### src/rtl/cir_pkg.sv
// ----------------------------------------------------------------------------
// cir_pkg
// Shared types, constants and helpers for the contact impulse resolver.
// ----------------------------------------------------------------------------
package cir_pkg;

   localparam int NUM_BODIES_DEFAULT = 256;

   localparam int NUMW  = 54;
   localparam int DIVW  = 25;
   localparam int ITERW = 6;
   localparam int MAW   = 36;
   localparam int MBW   = 25;
   localparam int MPW   = 61;
   localparam int SW    = 51;

   localparam logic [ITERW-1:0] ITERS_SHARE   = 6'd40;
   localparam logic [ITERW-1:0] ITERS_IMPULSE = 6'd54;

   localparam logic signed [MPW-1:0] SAT_HI = 2147483647;
   localparam logic signed [MPW-1:0] SAT_LO = -SAT_HI - 1;

   typedef enum logic [1:0] {
      REQ_WRITE   = 2'd0,
      REQ_RESOLVE = 2'd1,
      REQ_READ    = 2'd2,
      REQ_NONE    = 2'd3
   } req_kind_type;

   typedef enum logic [2:0] {
      ST_WRITTEN    = 3'd0,
      ST_READ       = 3'd1,
      ST_RESOLVED   = 3'd2,
      ST_SKIPPED    = 3'd3,
      ST_SEPARATING = 3'd4
   } status_type;

   typedef enum logic [4:0] {
      S_IDLE, S_WRITE, S_RD_A, S_RD_B, S_CHECK, S_DOT, S_DIV_WA, S_DIV_WB,
      S_CORR, S_IMPULSE, S_DIV_J, S_TAN, S_A_POS, S_A_VEL, S_COPY, S_B_POS,
      S_B_VEL, S_WR_A, S_WR_B, S_READ_OUT, S_RESP
   } state_type;

   typedef struct packed {
      logic [2:0][31:0] pos;
      logic [2:0][31:0] vel;
      logic [23:0]      inv_mass;
      logic [16:0]      bounce;
      logic             grounded;
   } body_type;

   typedef struct packed {
      logic             start;
      logic [ITERW-1:0] iters;
   } div_cmd_type;

   typedef struct packed {
      logic busy;
      logic done;
   } div_stat_type;

   function automatic logic signed [31:0] sat32(input logic signed [MPW-1:0] v);
      logic signed [31:0] r;
      if (v > SAT_HI) begin
         r = 32'sh7fffffff;
      end else if (v < SAT_LO) begin
         r = 32'sh80000000;
      end else begin
         r = v[31:0];
      end
      return r;
   endfunction

   function automatic logic signed [15:0] clamp_n(input logic signed [31:0] v);
      logic signed [15:0] r;
      if (v > 32767) begin
         r = 16'sh7fff;
      end else if (v < -32768) begin
         r = 16'sh8000;
      end else begin
         r = v[15:0];
      end
      return r;
   endfunction

   function automatic logic [16:0] cap_bounce(input logic [16:0] v);
      return (v > 17'd65536) ? 17'd65536 : v;
   endfunction

endpackage

### src/rtl/cir_mul.sv
// ----------------------------------------------------------------------------
// cir_mul
// Shared signed multiplier with registered product.
// ----------------------------------------------------------------------------
module cir_mul (
   input  logic                             clock,
   input  logic signed [cir_pkg::MAW-1:0]   a,
   input  logic signed [cir_pkg::MBW-1:0]   b,
   output logic signed [cir_pkg::MPW-1:0]   p_ff
);
   import cir_pkg::*;

   always_ff @(posedge clock) begin
      p_ff <= MPW'(a) * MPW'(b);
   end

endmodule

### config.mk
export PLATFORM = sky130hd
export DESIGN_NAME = cir_mul
export DESIGN_NICKNAME = d
export VERILOG_FILES = /design/src/rtl/cir_pkg.sv /design/src/rtl/cir_mul.sv
export SDC_FILE = /design/constraint.sdc
export NUM_CORES = 2
export LEC_CHECK = 0
export BUFFER_PORTS_ARGS = -buffer_cell sky130_fd_sc_hd__buf_2
export CORE_UTILIZATION = 45
export DETAILED_ROUTE_END_ITERATION = 12
export GPL_TIMING_DRIVEN = 0
export HOLD_SLACK_MARGIN = 0.05
export PLACE_DENSITY = 0.63
export SYNTH_ARGS = -nofsm -noshare
export SYNTH_HDL_FRONTEND = slang
export SYNTH_SLANG_ARGS = --single-unit
### constraint.sdc
create_clock -name clock -period 9.1 [get_ports clock]
set_input_delay 0.455 -clock clock [delete_from_list [all_inputs] [get_ports clock]]
set_output_delay 0.455 -clock clock [all_outputs]
set_load 0.05 [all_outputs]
# Yosys cells after proc, flatten, opt, wreduce, memory -nomap -nowiden
# Cells that the tools add are included.
# W data, S select, Z words.
[totals]
reg_bits = 61
input_bits = 62
output_inout_bits = 61
elab_cells = 2
[op_classes]
multipliers = 1
[ops]
columns = ["op", "n"]
rows = [
  ["$mul A36 B25 Y61", 1],
]

# Depth between registers and ports, before layout
[depth]
word_depth = 1
depth_mapped = 27
depth_no_buf = 25

# Worst setup path before layout
# OpenSTA, ideal clock, no wires.
[synth_timing]
kind = "input port to flip-flop"
startpoint = "input port b[5] in the netlist's numbering"
endpoint = "register p_ff[59] in the netlist's numbering"
setup_ns = 0.134
t_arrival_ns = 6.882
t_required_ns = 8.966
setup_slack_ns = 2.084
path_stages = 26
path_buffers = 3
path_cell_list = "clkbuf_1 -> clkbuf_1 -> nand2_1 -> fa_1 -> inv_1 -> fa_1 -> inv_1 -> fa_1 -> fa_1 -> inv_1 -> fa_1 -> fa_1 -> inv_1 -> fa_1 -> inv_1 -> ha_1 -> buf_2 -> a21o_1 -> a21o_1 -> a21oi_1 -> a2bb2oi_1 -> a31o_2 -> a21oi_4 -> a31o_4 -> nor4bb_1 -> or4_1"
[synth_via]
elab_chain_len = 1
[synth_lines]
columns = ["element", "line", "rtl"]
rows = [
  ["start, declared", "cir_mul.sv:8", "input logic signed [cir_pkg::MBW-1:0] b,"],
  ["$mul A36 B25 Y61", "cir_mul.sv:14", "p_ff <= MPW'(a) * MPW'(b);"],
  ["end signal, assigned", "cir_mul.sv:14", ""],
  ["end, declared", "cir_mul.sv:9", "output logic signed [cir_pkg::MPW-1:0] p_ff"],
]
# Every way passes these cells.

# Worst setup path after layout
[layout_timing]
startpoint = "input port b[10] in the netlist's numbering"
endpoint = "register p_ff[49] in the netlist's numbering"
# Same word-level chain as after synthesis.

==> metrics.md <==
| Metric | Value |
|---|---|
| Status | complete, no violations |
| Hold Path Class | in2reg |
| Area leader, netlist | fa_1 |
| GRT overflow | 0 |
| Pins Over Slew Limit | 0 |
| Slew @ Worst Pin | 1.14 ns |
| Most common cell in the netlist | fa_1 |
| Fmax | 0.112 GHz |
| Most flops, register | p_ff |
| Number of global-route vias before repair | 25521 |
| Worst path required time | ~9.4 ns |
| Post-CTS setup buffers | 0 |
| Hold Crit Depth | 2 |
| Largest net degree at the start of global routing | 16 |
| Final core occ | 0.486 |
| RSZ-0062 raised after global routing | false |
| Chip Width | 272 um |
| Crit-path slowest cell | clkbuf_1 |
| Syn Nets | 4665 |
| Detailed placement HPWL | roughly 92000 um |
| Max FFs per register | 61 |
| CTS tree | built |
| Routed Antenna Nets | 0 |
| Io pins | 123 |
| Drt pass-1 iters | 6 |
| Max clock buf depth | 2 |
| Biggest regs | p_ff (61) |
| # rows | 98 |
| Layout cells sized above 1 | 0.0421 |
| Crit share post-route | 0.980 |
| Worst stage delay on the critical path | 0.84 ns |
| Worst-path clk slew | 0.06 ns |
| Most frequent cells after synthesis | fa_1 (911), inv_1 (909), and2_1 (458) |
| Most used cell, CP | fa_1 |
| Core area | 71700 sq um |
| Post-synthesis register bit count | 61 |
| Minimum clock period | 8.91 ns |
| Largest cells by area after synthesis | fa_1 (56%), inv_1 (10%), and2_1 (8.7%), ha_1 (6.2%), nand2_1 (5.2%) |
| Mean area per synthesized cell | 9.29 sq um |
| Post-synth top area share | 0.556 |
| Post-synth top flop | dfxtp_1 |
| H-tree depth | 3 |
| Worst-path maximum fanout | 10 |
| Full die area | 73900 sq um |
| Routed WL | between 100000 and 150000 um |
| Root buffer cell | clkbuf_16 |
| Post-synth EDFFs | 0 |
| Crit. End Element | flip-flop |
| DRC | 0 |
| First-pass GRT wire length | 160000 um |
| Vias | 24277 |
| Library cells used by synthesis | 69 |
| CTS hold repair buffers | 0 |
| GP Congestion | 1.01 |
| DR WL/cell | ~23 um |
| Min-delay src | a[0] |
| Area growth, synth to finish | 6.35% |
| Cells after synthesis | 3529 |
| WP data arrival | 9.19 ns |
| Post-CTS Resized | 0 |
| Post-Layout Inst Area | between 30000 and 40000 sq um |
| Final Hold Viols | 0 |
| Slew headroom | 0.238 |
| Vias/cell | between 5 and 6 |
| Buffers on Ports | 110 |
| Final setup violation count | 0 |
| Fin nets | 4786 |
| # Max-Cap Violations | 0 |
| Initial core utilization | 0.457 |
| Crit Path Class | in2reg |
| 1st-iter DRT viols | 1808 |
| CP startpoint kind | input pin |
| Share of flip-flops with an asynchronous set or reset | 0 |
| Total track usage | 0.298 |
| CTS Buf Count | 9 |
| Synth warn | 0 |
| WHS Endpoint | p_ff[0] |
| Die H | 272 um |
| Number of antenna violations at the first check in global routing | 17 |
| DP Area | between 30000 and 40000 sq um |
| CTS sink count | 61 |
| Sequential-to-total area share from yosys stat | 0.0372 |
| Post-Syn Area | 32800 sq um |
through the flow:
stage	hold slack [ns]	TNS, ns	setup slack, ns	cells
6_report	0.545	0	0.186	4611
5_1_grt	0.520	0	0.00853	4606
4_1_cts	0.524	0	0.381	4605
2_1_floorplan	0.582	0	2.08	3529
3_3_place_gp	0.923	-0.0123	-0.0123	4589
3_5_place_dp	0.923	0	0.00511	4589
worst max-delay path by stage:
| stage | start | end | slack (ns) | cells after the start |
|---|---|---|---|---|
| final | b[10] | p_ff[49] | 0.19 | 26 |
| after global routing | b[10] | p_ff[49] | 0.009 | 26 |
| after CTS | b[24] | p_ff[60] | 0.38 | 25 |
| after detailed placement | b[24] | p_ff[60] | 0.005 | 25 |
| after global placement | b[10] | p_ff[49] | -0.01 | 26 |
| after floorplan | b[5] | p_ff[59] | 2.08 | 26 |
layout make-up:
type	count	area (sq um)
clock buffer	9	225
tap	950	1190
inverter	909	3410
clock inverter	7	104
timing repair buffer	110	551
antenna	6	15.0
sequential	61	1220
buffer	183	721
multi-input combinational	2376	27400
fill	7059	36900
kinds of logic (layout without fill, tap and decap cells):
family                   after synthesis  after routing  share of synthesized area
flip-flops                            61             61                     0.0372
other                                  0              6                          0
XOR/XNOR                              64             64                     0.0171
AO/OA/AOI/OAI                        193            193                     0.0405
buffers and inverters               1092           1218                      0.126
AND/OR/NAND/NOR                     1044           1044                      0.160
adder cells (fa/ha/maj)             1074           1074                      0.618
multiplexers                           1              1                   0.000305
layout by cell type, fill, tap and decap left out, types with 9 or more instances in the layout:
cell	count
a21o_1	30
a21oi_1	62
nor2_1	65
and2_1	458
clkbuf_16	9
clkbuf_1	170
inv_1	909
xnor2_1	45
o21ai_0	27
xor2_1	19
buf_2	120
nand4_1	14
nand2_1	450
dfxtp_1	61
ha_1	163
nand2b_1	15
nor3_1	9
fa_1	911
o21bai_1	11
layer usage:
layer	track usage	vias up	wire, um	share of wire
met5	0	-	95	0.00090
met4	0.129	16	5120	0.048
met3	0.0490	260	8970	0.085
met2	0.494	1055	51100	0.48
met1	0.387	12647	40500	0.38
li1	-	10299	-	-
critical path: cells and delay by family:
kind / cells / cell delay [ns]
AOI/OAI and AO/OA: 8 / 2.38
adders and majority gates: 8 / 3.96
buffers and inverters: 8 / 2.05
and+or+nand+nor: 2 / 0.31
Power is left out: the tool's default activity adds up to more than one toggle a clock period on the data nets, which glitch-free logic cannot reach.
