**src/rtl/cir_pkg.sv**
```systemverilog
// ----------------------------------------------------------------------------
// cir_pkg
// Shared types, constants and helpers for the contact impulse resolver.
// ----------------------------------------------------------------------------
package cir_pkg;

   localparam int NUM_BODIES_DEFAULT = 256;

   localparam int NUMW  = 54;
   localparam int DIVW  = 25;
   localparam int ITERW = 6;
   localparam int MAW   = 36;
   localparam int MBW   = 25;
   localparam int MPW   = 61;
   localparam int SW    = 51;

   localparam logic [ITERW-1:0] ITERS_SHARE   = 6'd40;
   localparam logic [ITERW-1:0] ITERS_IMPULSE = 6'd54;

   localparam logic signed [MPW-1:0] SAT_HI = 2147483647;
   localparam logic signed [MPW-1:0] SAT_LO = -SAT_HI - 1;

   typedef enum logic [1:0] {
      REQ_WRITE   = 2'd0,
      REQ_RESOLVE = 2'd1,
      REQ_READ    = 2'd2,
      REQ_NONE    = 2'd3
   } req_kind_type;

   typedef enum logic [2:0] {
      ST_WRITTEN    = 3'd0,
      ST_READ       = 3'd1,
      ST_RESOLVED   = 3'd2,
      ST_SKIPPED    = 3'd3,
      ST_SEPARATING = 3'd4
   } status_type;

   typedef enum logic [4:0] {
      S_IDLE, S_WRITE, S_RD_A, S_RD_B, S_CHECK, S_DOT, S_DIV_WA, S_DIV_WB,
      S_CORR, S_IMPULSE, S_DIV_J, S_TAN, S_A_POS, S_A_VEL, S_COPY, S_B_POS,
      S_B_VEL, S_WR_A, S_WR_B, S_READ_OUT, S_RESP
   } state_type;

   typedef struct packed {
      logic [2:0][31:0] pos;
      logic [2:0][31:0] vel;
      logic [23:0]      inv_mass;
      logic [16:0]      bounce;
      logic             grounded;
   } body_type;

   typedef struct packed {
      logic             start;
      logic [ITERW-1:0] iters;
   } div_cmd_type;

   typedef struct packed {
      logic busy;
      logic done;
   } div_stat_type;

   function automatic logic signed [31:0] sat32(input logic signed [MPW-1:0] v);
      logic signed [31:0] r;
      if (v > SAT_HI) begin
         r = 32'sh7fffffff;
      end else if (v < SAT_LO) begin
         r = 32'sh80000000;
      end else begin
         r = v[31:0];
      end
      return r;
   endfunction

   function automatic logic signed [15:0] clamp_n(input logic signed [31:0] v);
      logic signed [15:0] r;
      if (v > 32767) begin
         r = 16'sh7fff;
      end else if (v < -32768) begin
         r = 16'sh8000;
      end else begin
         r = v[15:0];
      end
      return r;
   endfunction

   function automatic logic [16:0] cap_bounce(input logic [16:0] v);
      return (v > 17'd65536) ? 17'd65536 : v;
   endfunction

endpackage

```
**src/rtl/cir_div.sv**
```systemverilog
// ----------------------------------------------------------------------------
// cir_div
// Restoring divider for nonnegative values, one quotient bit per cycle.
// Numerator is left-aligned; iters gives how many bits to develop.
// ----------------------------------------------------------------------------
module cir_div (
   input  logic                       clock,
   input  logic                       reset,
   input  cir_pkg::div_cmd_type       cmd,
   input  logic [cir_pkg::NUMW-1:0]   num_in,
   input  logic [cir_pkg::DIVW-1:0]   den_in,
   output cir_pkg::div_stat_type      stat,
   output logic [cir_pkg::NUMW-1:0]   quot
);
   import cir_pkg::*;

   logic [NUMW-1:0]  num_ff, q_ff;
   logic [DIVW-1:0]  rem_ff, den_ff;
   logic [ITERW-1:0] cnt_ff;
   logic             busy_ff, done_ff;
   logic [DIVW:0]    trial;
   logic             ge;
   logic [DIVW:0]    diff;

   always_comb begin
      trial = {rem_ff, num_ff[NUMW-1]};
      ge    = trial >= {1'b0, den_ff};
      diff  = trial - {1'b0, den_ff};
   end

   always_ff @(posedge clock) begin
      if (reset) begin
         busy_ff <= 1'b0;
         done_ff <= 1'b0;
         cnt_ff  <= '0;
      end else begin
         done_ff <= 1'b0;
         if (cmd.start) begin
            busy_ff <= 1'b1;
            cnt_ff  <= cmd.iters;
         end else if (busy_ff) begin
            cnt_ff <= cnt_ff - 1'b1;
            if (cnt_ff == ITERW'(1)) begin
               busy_ff <= 1'b0;
               done_ff <= 1'b1;
            end
         end
      end
   end

   always_ff @(posedge clock) begin
      if (cmd.start) begin
         num_ff <= num_in;
         den_ff <= den_in;
         rem_ff <= '0;
         q_ff   <= '0;
      end else if (busy_ff) begin
         num_ff <= {num_ff[NUMW-2:0], 1'b0};
         rem_ff <= ge ? diff[DIVW-1:0] : trial[DIVW-1:0];
         q_ff   <= {q_ff[NUMW-2:0], ge};
      end
   end

   assign stat.busy = busy_ff;
   assign stat.done = done_ff;
   assign quot      = q_ff;

endmodule

```
**config.mk**
```make
export PLATFORM = sky130hd
export DESIGN_NAME = cir_div
export DESIGN_NICKNAME = d
export VERILOG_FILES = /design/src/rtl/cir_pkg.sv /design/src/rtl/cir_div.sv
export SDC_FILE = /design/constraint.sdc
export NUM_CORES = 1
export LEC_CHECK = 0
export BUFFER_PORTS_ARGS = -buffer_cell sky130_fd_sc_hd__clkbuf_2
export CORE_ASPECT_RATIO = 0.6
export CORE_MARGIN = 2
export CORE_UTILIZATION = 43
export DETAILED_ROUTE_END_ITERATION = 8
export PLACE_DENSITY_LB_ADDON = 0.05
export SLEW_MARGIN = 25
export SYNTH_ARGS = -nofsm -noshare
export SYNTH_HDL_FRONTEND = slang
export SYNTH_SLANG_ARGS = --single-unit
```
**constraint.sdc**
```tcl
create_clock -name clock -period 2.8 [get_ports clock]
set_input_delay 0.14 -clock clock [delete_from_list [all_inputs] [get_ports clock]]
set_output_delay 0.14 -clock clock [all_outputs]
set_load 0.01 [all_outputs]
```
* Yosys cells after proc, flatten, opt, wreduce, memory -nomap -nowiden
Index checks and enable logic that the tools add are counted.
** Cells by class
- Add/sub/neg operators :: 2
- Magnitude comparators :: 1
- Eq/ne operators :: 1
- Mux-type cells :: 9
- Bitwise logic cells :: 1
- Reduce and logical (&&, ||, !) cells :: 2
** Operators by type and width (count)
- $mux 54 :: 2
- $ge 26x25->1 :: 1
- $mux 25 :: 1
- $sub 25x25->25 :: 1
- $mux 6 :: 2
- $eq 6x1->1 const B :: 1
- $sub 6x1->6 const B :: 1
- $mux 1 :: 4
- $reduce_or 3->1 :: 1
- $reduce_bool 2->1 :: 1
- $not 1->1 :: 1
** Word-level totals
- Register bits :: 166
- Bits of input ports :: 88

* Depth between registers and ports, before layout
- Depth in word-level cells :: 4
- Gate-level depth with buffers :: 12
- Gate-level depth less buffers :: 11

* Least setup slack after synthesis
OpenSTA, ideal clock, no wires.
- Kind :: flip-flop to flip-flop
- From :: reg num_ff[53]
- To :: reg rem_ff[21]
- Setup time :: 0.128 ns
- Arrival time :: 2.556 ns
- Data required time :: 2.672 ns
- Slack :: 0.116 ns
- Stages on the path, launching flop included :: 13
- Cell sequence :: edfxtp_1 -> inv_1 -> ha_1 -> inv_1 -> fa_1 -> a211oi_1 -> nor2_4 -> o2111ai_4 -> a211oi_4 -> o21a_4 -> buf_4 -> o21ai_0 -> o21ai_0
** Between the ends
- Cells in the longest elaborated chain, start to end :: 2
** RTL lines
- start: declaration :: line cir_div.sv:17 : logic [NUMW-1:0] num_ff, q_ff;
- start signal: assignment :: line cir_div.sv:53 : num_ff <= num_in;
- start signal: assignment :: line cir_div.sv:58 : num_ff <= {num_ff[NUMW-2:0], 1'b0};
- $sub 25x25->25 / $ge 26x25->1 (equally long branches) :: line cir_div.sv:28, cir_div.sv:27
- $mux 25 (*) :: line cir_div.sv:59 : rem_ff <= ge ? diff[DIVW-1:0] : trial[DIVW-1:0];
- end signal: assignment :: line cir_div.sv:59
- end: declaration :: line cir_div.sv:18 : logic [DIVW-1:0] rem_ff, den_ff;
Mark *: on every way between the ends. The rest lies on a longest branch, timed or not.
A chain may end at the register's enable or synchronous reset.

* Final worst setup path
- From :: reg num_ff[53]
- To :: reg rem_ff[16]
Same word-level chain as after synthesis.

==> impl_metrics.toml <==
[floorplanning]
dieArea_um2 = 20030
fp.dieH_um = 110.4
fp.coreArea_um2 = 18260
die_w_um = 181.4
start_util_pct = 44.47
rows = 38
io_pins = 144

[logic_synthesis]
yosysSeqAreaShare_pct = 50.67
synth_top_cell_by_area = "edfxtp_1"
synth_top_area_share_pct = 29.22
synth-async-reset-ratio_pct = 0
synth_ff_type = "dfxtp_1"
yosys-top-cells-count = "nor2_1, dfxtp_1, edfxtp_1"
yosys_warnings = 0
synth.area.top_cells = "edfxtp_1, dfxtp_1, mux2_2"
synth_cell_types = 64
synth_edf_count = 79
synth_nets = 873
syn_avg_cell_area_um2 = 10.73
syn-cell-area_um2 = 8119
syn_inst = 757
yosysMostFrequentCell = "nor2_1"
ys_ff_latch = 166

[detailed_routing]
antenna_left = 0
vias = 6581
drc = 0
drtIter0Drc = 515
vias_per_cell = 5.408
drtPass1Iterations = 5
post_drt_wl_per_cell_um = 17.45
totalWireLength_mm = 21.24

[worst_setup_path]
critPathArrivalTime_ns = 3.12
worstPathRequired_ns = 3.14
end_kind = "flip-flop"
path_cells = "inv_2 > ha_2 > inv_2 > fa_2 > a211oi_2 > buf_4 > nor2_4 > o2111ai_4 > a211oi_4 > o21ai_4 > buf_6 > buf_12 > nand3_1 > a311oi_2"
rr_worst_depth = 14
r2r_start = "num_ff[53]$_DFFE_PP_"
cpPeakStageDelay_ns = 0.38
start_kind = "flip-flop"
slowest_stage = "fa_2"
worstPathMaxFanout = 6
reg2reg_slack_ns = 0.02
path_common_cell = "inv_2"
path_class = "reg -> reg"
r2r-end = "rem_ff[16]$_SDFFE_PP0P_"

[finish]
n_fill_cell = 1621
fin_cells = 1217
drive_above_1_share_pct = 28.97
area_growth_pct = 28.76
layout.nets = 1080
n_antenna_cell = 0
design_area_um2 = 10450

[clock_network]
clk_latency_ns = 0.43
cts_buffers = 17
clockBufferDepth = 2
htree_levels = 4
root_buffer = "clkbuf_16"
clock-sinks = 166
clkTransAtPathRegs_ns = 0.07
cts_tree = "built"

[sta]
hold_violations = 0
max_freq_mhz = 360.2
worstMarginPinSlew_ns = 0.5702
timing.setup.tns_ns = 0
skew_ns = 0.008065
max-slew-margin-rel_pct = 61.58
fin_hold_ws_ns = 0.01468
drv_slew = 0
fin_crit_ns = 2.776
fin_crit_sh_pct = 99.14
finalSetupViolCount = 0

[grt]
grt_first_pass_wirelength_mm = 33.35
grt_max_degree = 99
grt_pass1_vias = 6329
grt_overflow = 0
track_usage_pct = 21.06
antenna_found_initial = 0

[run_status]
status = "finished clean"

[power]
p_leak_uw = 0.004486
ir_drop_v = 0.0004442
powerDensity_nw_per_um2 = 605.8

[min_path]
min_from = "num_in[1]"
whs_endpoint = "num_ff[1]$_DFFE_PP_"
holdCritPathClass = "in -> reg"
holdPathStages = 2

[placement]
gp_congestion = 0.9017
dp_hpwl_mm = 14.50
port-buffer-count = 143
postPlaceCellArea_um2 = 9140
dpl.cell_count = 1117

[flow_run]
drv_cap = 0
state kept, by name (all words and copies together), names as in the netlist:
| signal | cells |
|---|---|
| cnt_ff | 6 |
| num_ff | 54 |
| quot | 54 |
| busy_ff | 1 |
| done_ff | 1 |
| rem_ff | 25 |
| den_ff | 25 |
layout make-up:
type / count / area [µm²] / area share [%]
sequential: 166 / 4118 / 39.39
clock inverter: 14 / 147.6 / 1.412
multi-input combinational: 513 / 3727 / 35.66
clock buffer: 18 / 450.4 / 4.309
tap: 240 / 300.3 / 2.873
inverter: 37 / 138.9 / 1.329
timing repair buffer: 229 / 1572 / 15.03
per-stage QoR:
stage / power [µW] / setup WS (ns) / util [%]
after global routing: 6613 / -0.1065 / 57.26
after floorplan: 3554 / 0.1159 / -
after global placement: 3850 / 0.07364 / 50.06
final: 6333 / 0.02397 / 57.26
after CTS: 6343 / 0.009605 / 56.44
after detailed placement: 3884 / -0.03105 / 50.06
how the worst max path moves through the flow:
stage                                     from                       to  slack [ns]  depth (start not counted)
after global routing      num_ff[53]$_DFFE_PP_  rem_ff[16]$_SDFFE_PP0P_       -0.11                         14
after CTS                 num_ff[53]$_DFFE_PP_  rem_ff[13]$_SDFFE_PP0P_        0.01                         13
after floorplan           num_ff[53]$_DFFE_PP_  rem_ff[21]$_SDFFE_PP0P_        0.12                         12
after detailed placement  num_ff[53]$_DFFE_PP_  rem_ff[23]$_SDFFE_PP0P_       -0.03                         12
final                     num_ff[53]$_DFFE_PP_  rem_ff[16]$_SDFFE_PP0P_        0.02                         14
after global placement    num_ff[53]$_DFFE_PP_   rem_ff[3]$_SDFFE_PP0P_        0.07                         13
layer usage:
metal  track usage, %  wire length [µm]  up-vias
met5                0                 0        -
met4            6.233               250        0
met3            6.234              1727       30
met2            29.89              8688      241
met1            30.75             10570     3135
li1                 -                 -     3175
cell usage in the layout, fill, tap and decap left out, drive strengths merged, types with 4 or more instances in the layout:
cell type,count
o211ai,5
nor3,8
nor4,4
xnor2,10
xor2,9
inv,41
and2,6
dfxtp,87
o31ai,4
mux2i,54
o21a,6
a211oi,10
nor2,105
a311oi,18
dlygate4sd3,55
nand2b,6
nand4,5
a21o,9
clkinv,6
edfxtp,79
buf,31
clkbuf,161
nand3,24
nand2,30
ha,27
and3,15
mux2,53
o21ai,33
a31oi,5
a21oi,29
power by group:
part | total (µW) | internal, µW | leakage, µW | switching [µW]
registers | 2800 | 2720 | 0.00150 | 82.3
clock network | 2380 | 1370 | 0.000290 | 1000
logic | 1150 | 515 | 0.00270 | 637
cells by family (layout without fill, tap and decap cells):
group / Yosys count / count (layout) / share of synthesized area, %
xor+xnor: 19 / 19 / 2.050
buf+inv: 80 / 298 / 4.084
flops: 166 / 166 / 50.67
mux: 107 / 107 / 14.01
compound gates: 144 / 146 / 12.84
simple gates: 213 / 213 / 11.94
fa+ha+maj: 28 / 28 / 4.407
critical path, delay by kind of cell (launching register included):
family                     cells  cell delay, ns
buffers and inverters          5            0.52
and+or+nand+nor                2            0.14
adders and majority gates      2            0.56
AOI/OAI and AO/OA              5            1.08
DFF                            1            0.37
what timing repair did:
action	CTS	global route
gates cloned	1	3
pin swaps	2	13
setup endpoints to repair	12	26
endpoints found under the hold margin	48	1
gates resized for setup	4	11
hold buffers	54	1
setup buffers	0	9
Power figures use the tool's default switching activity.
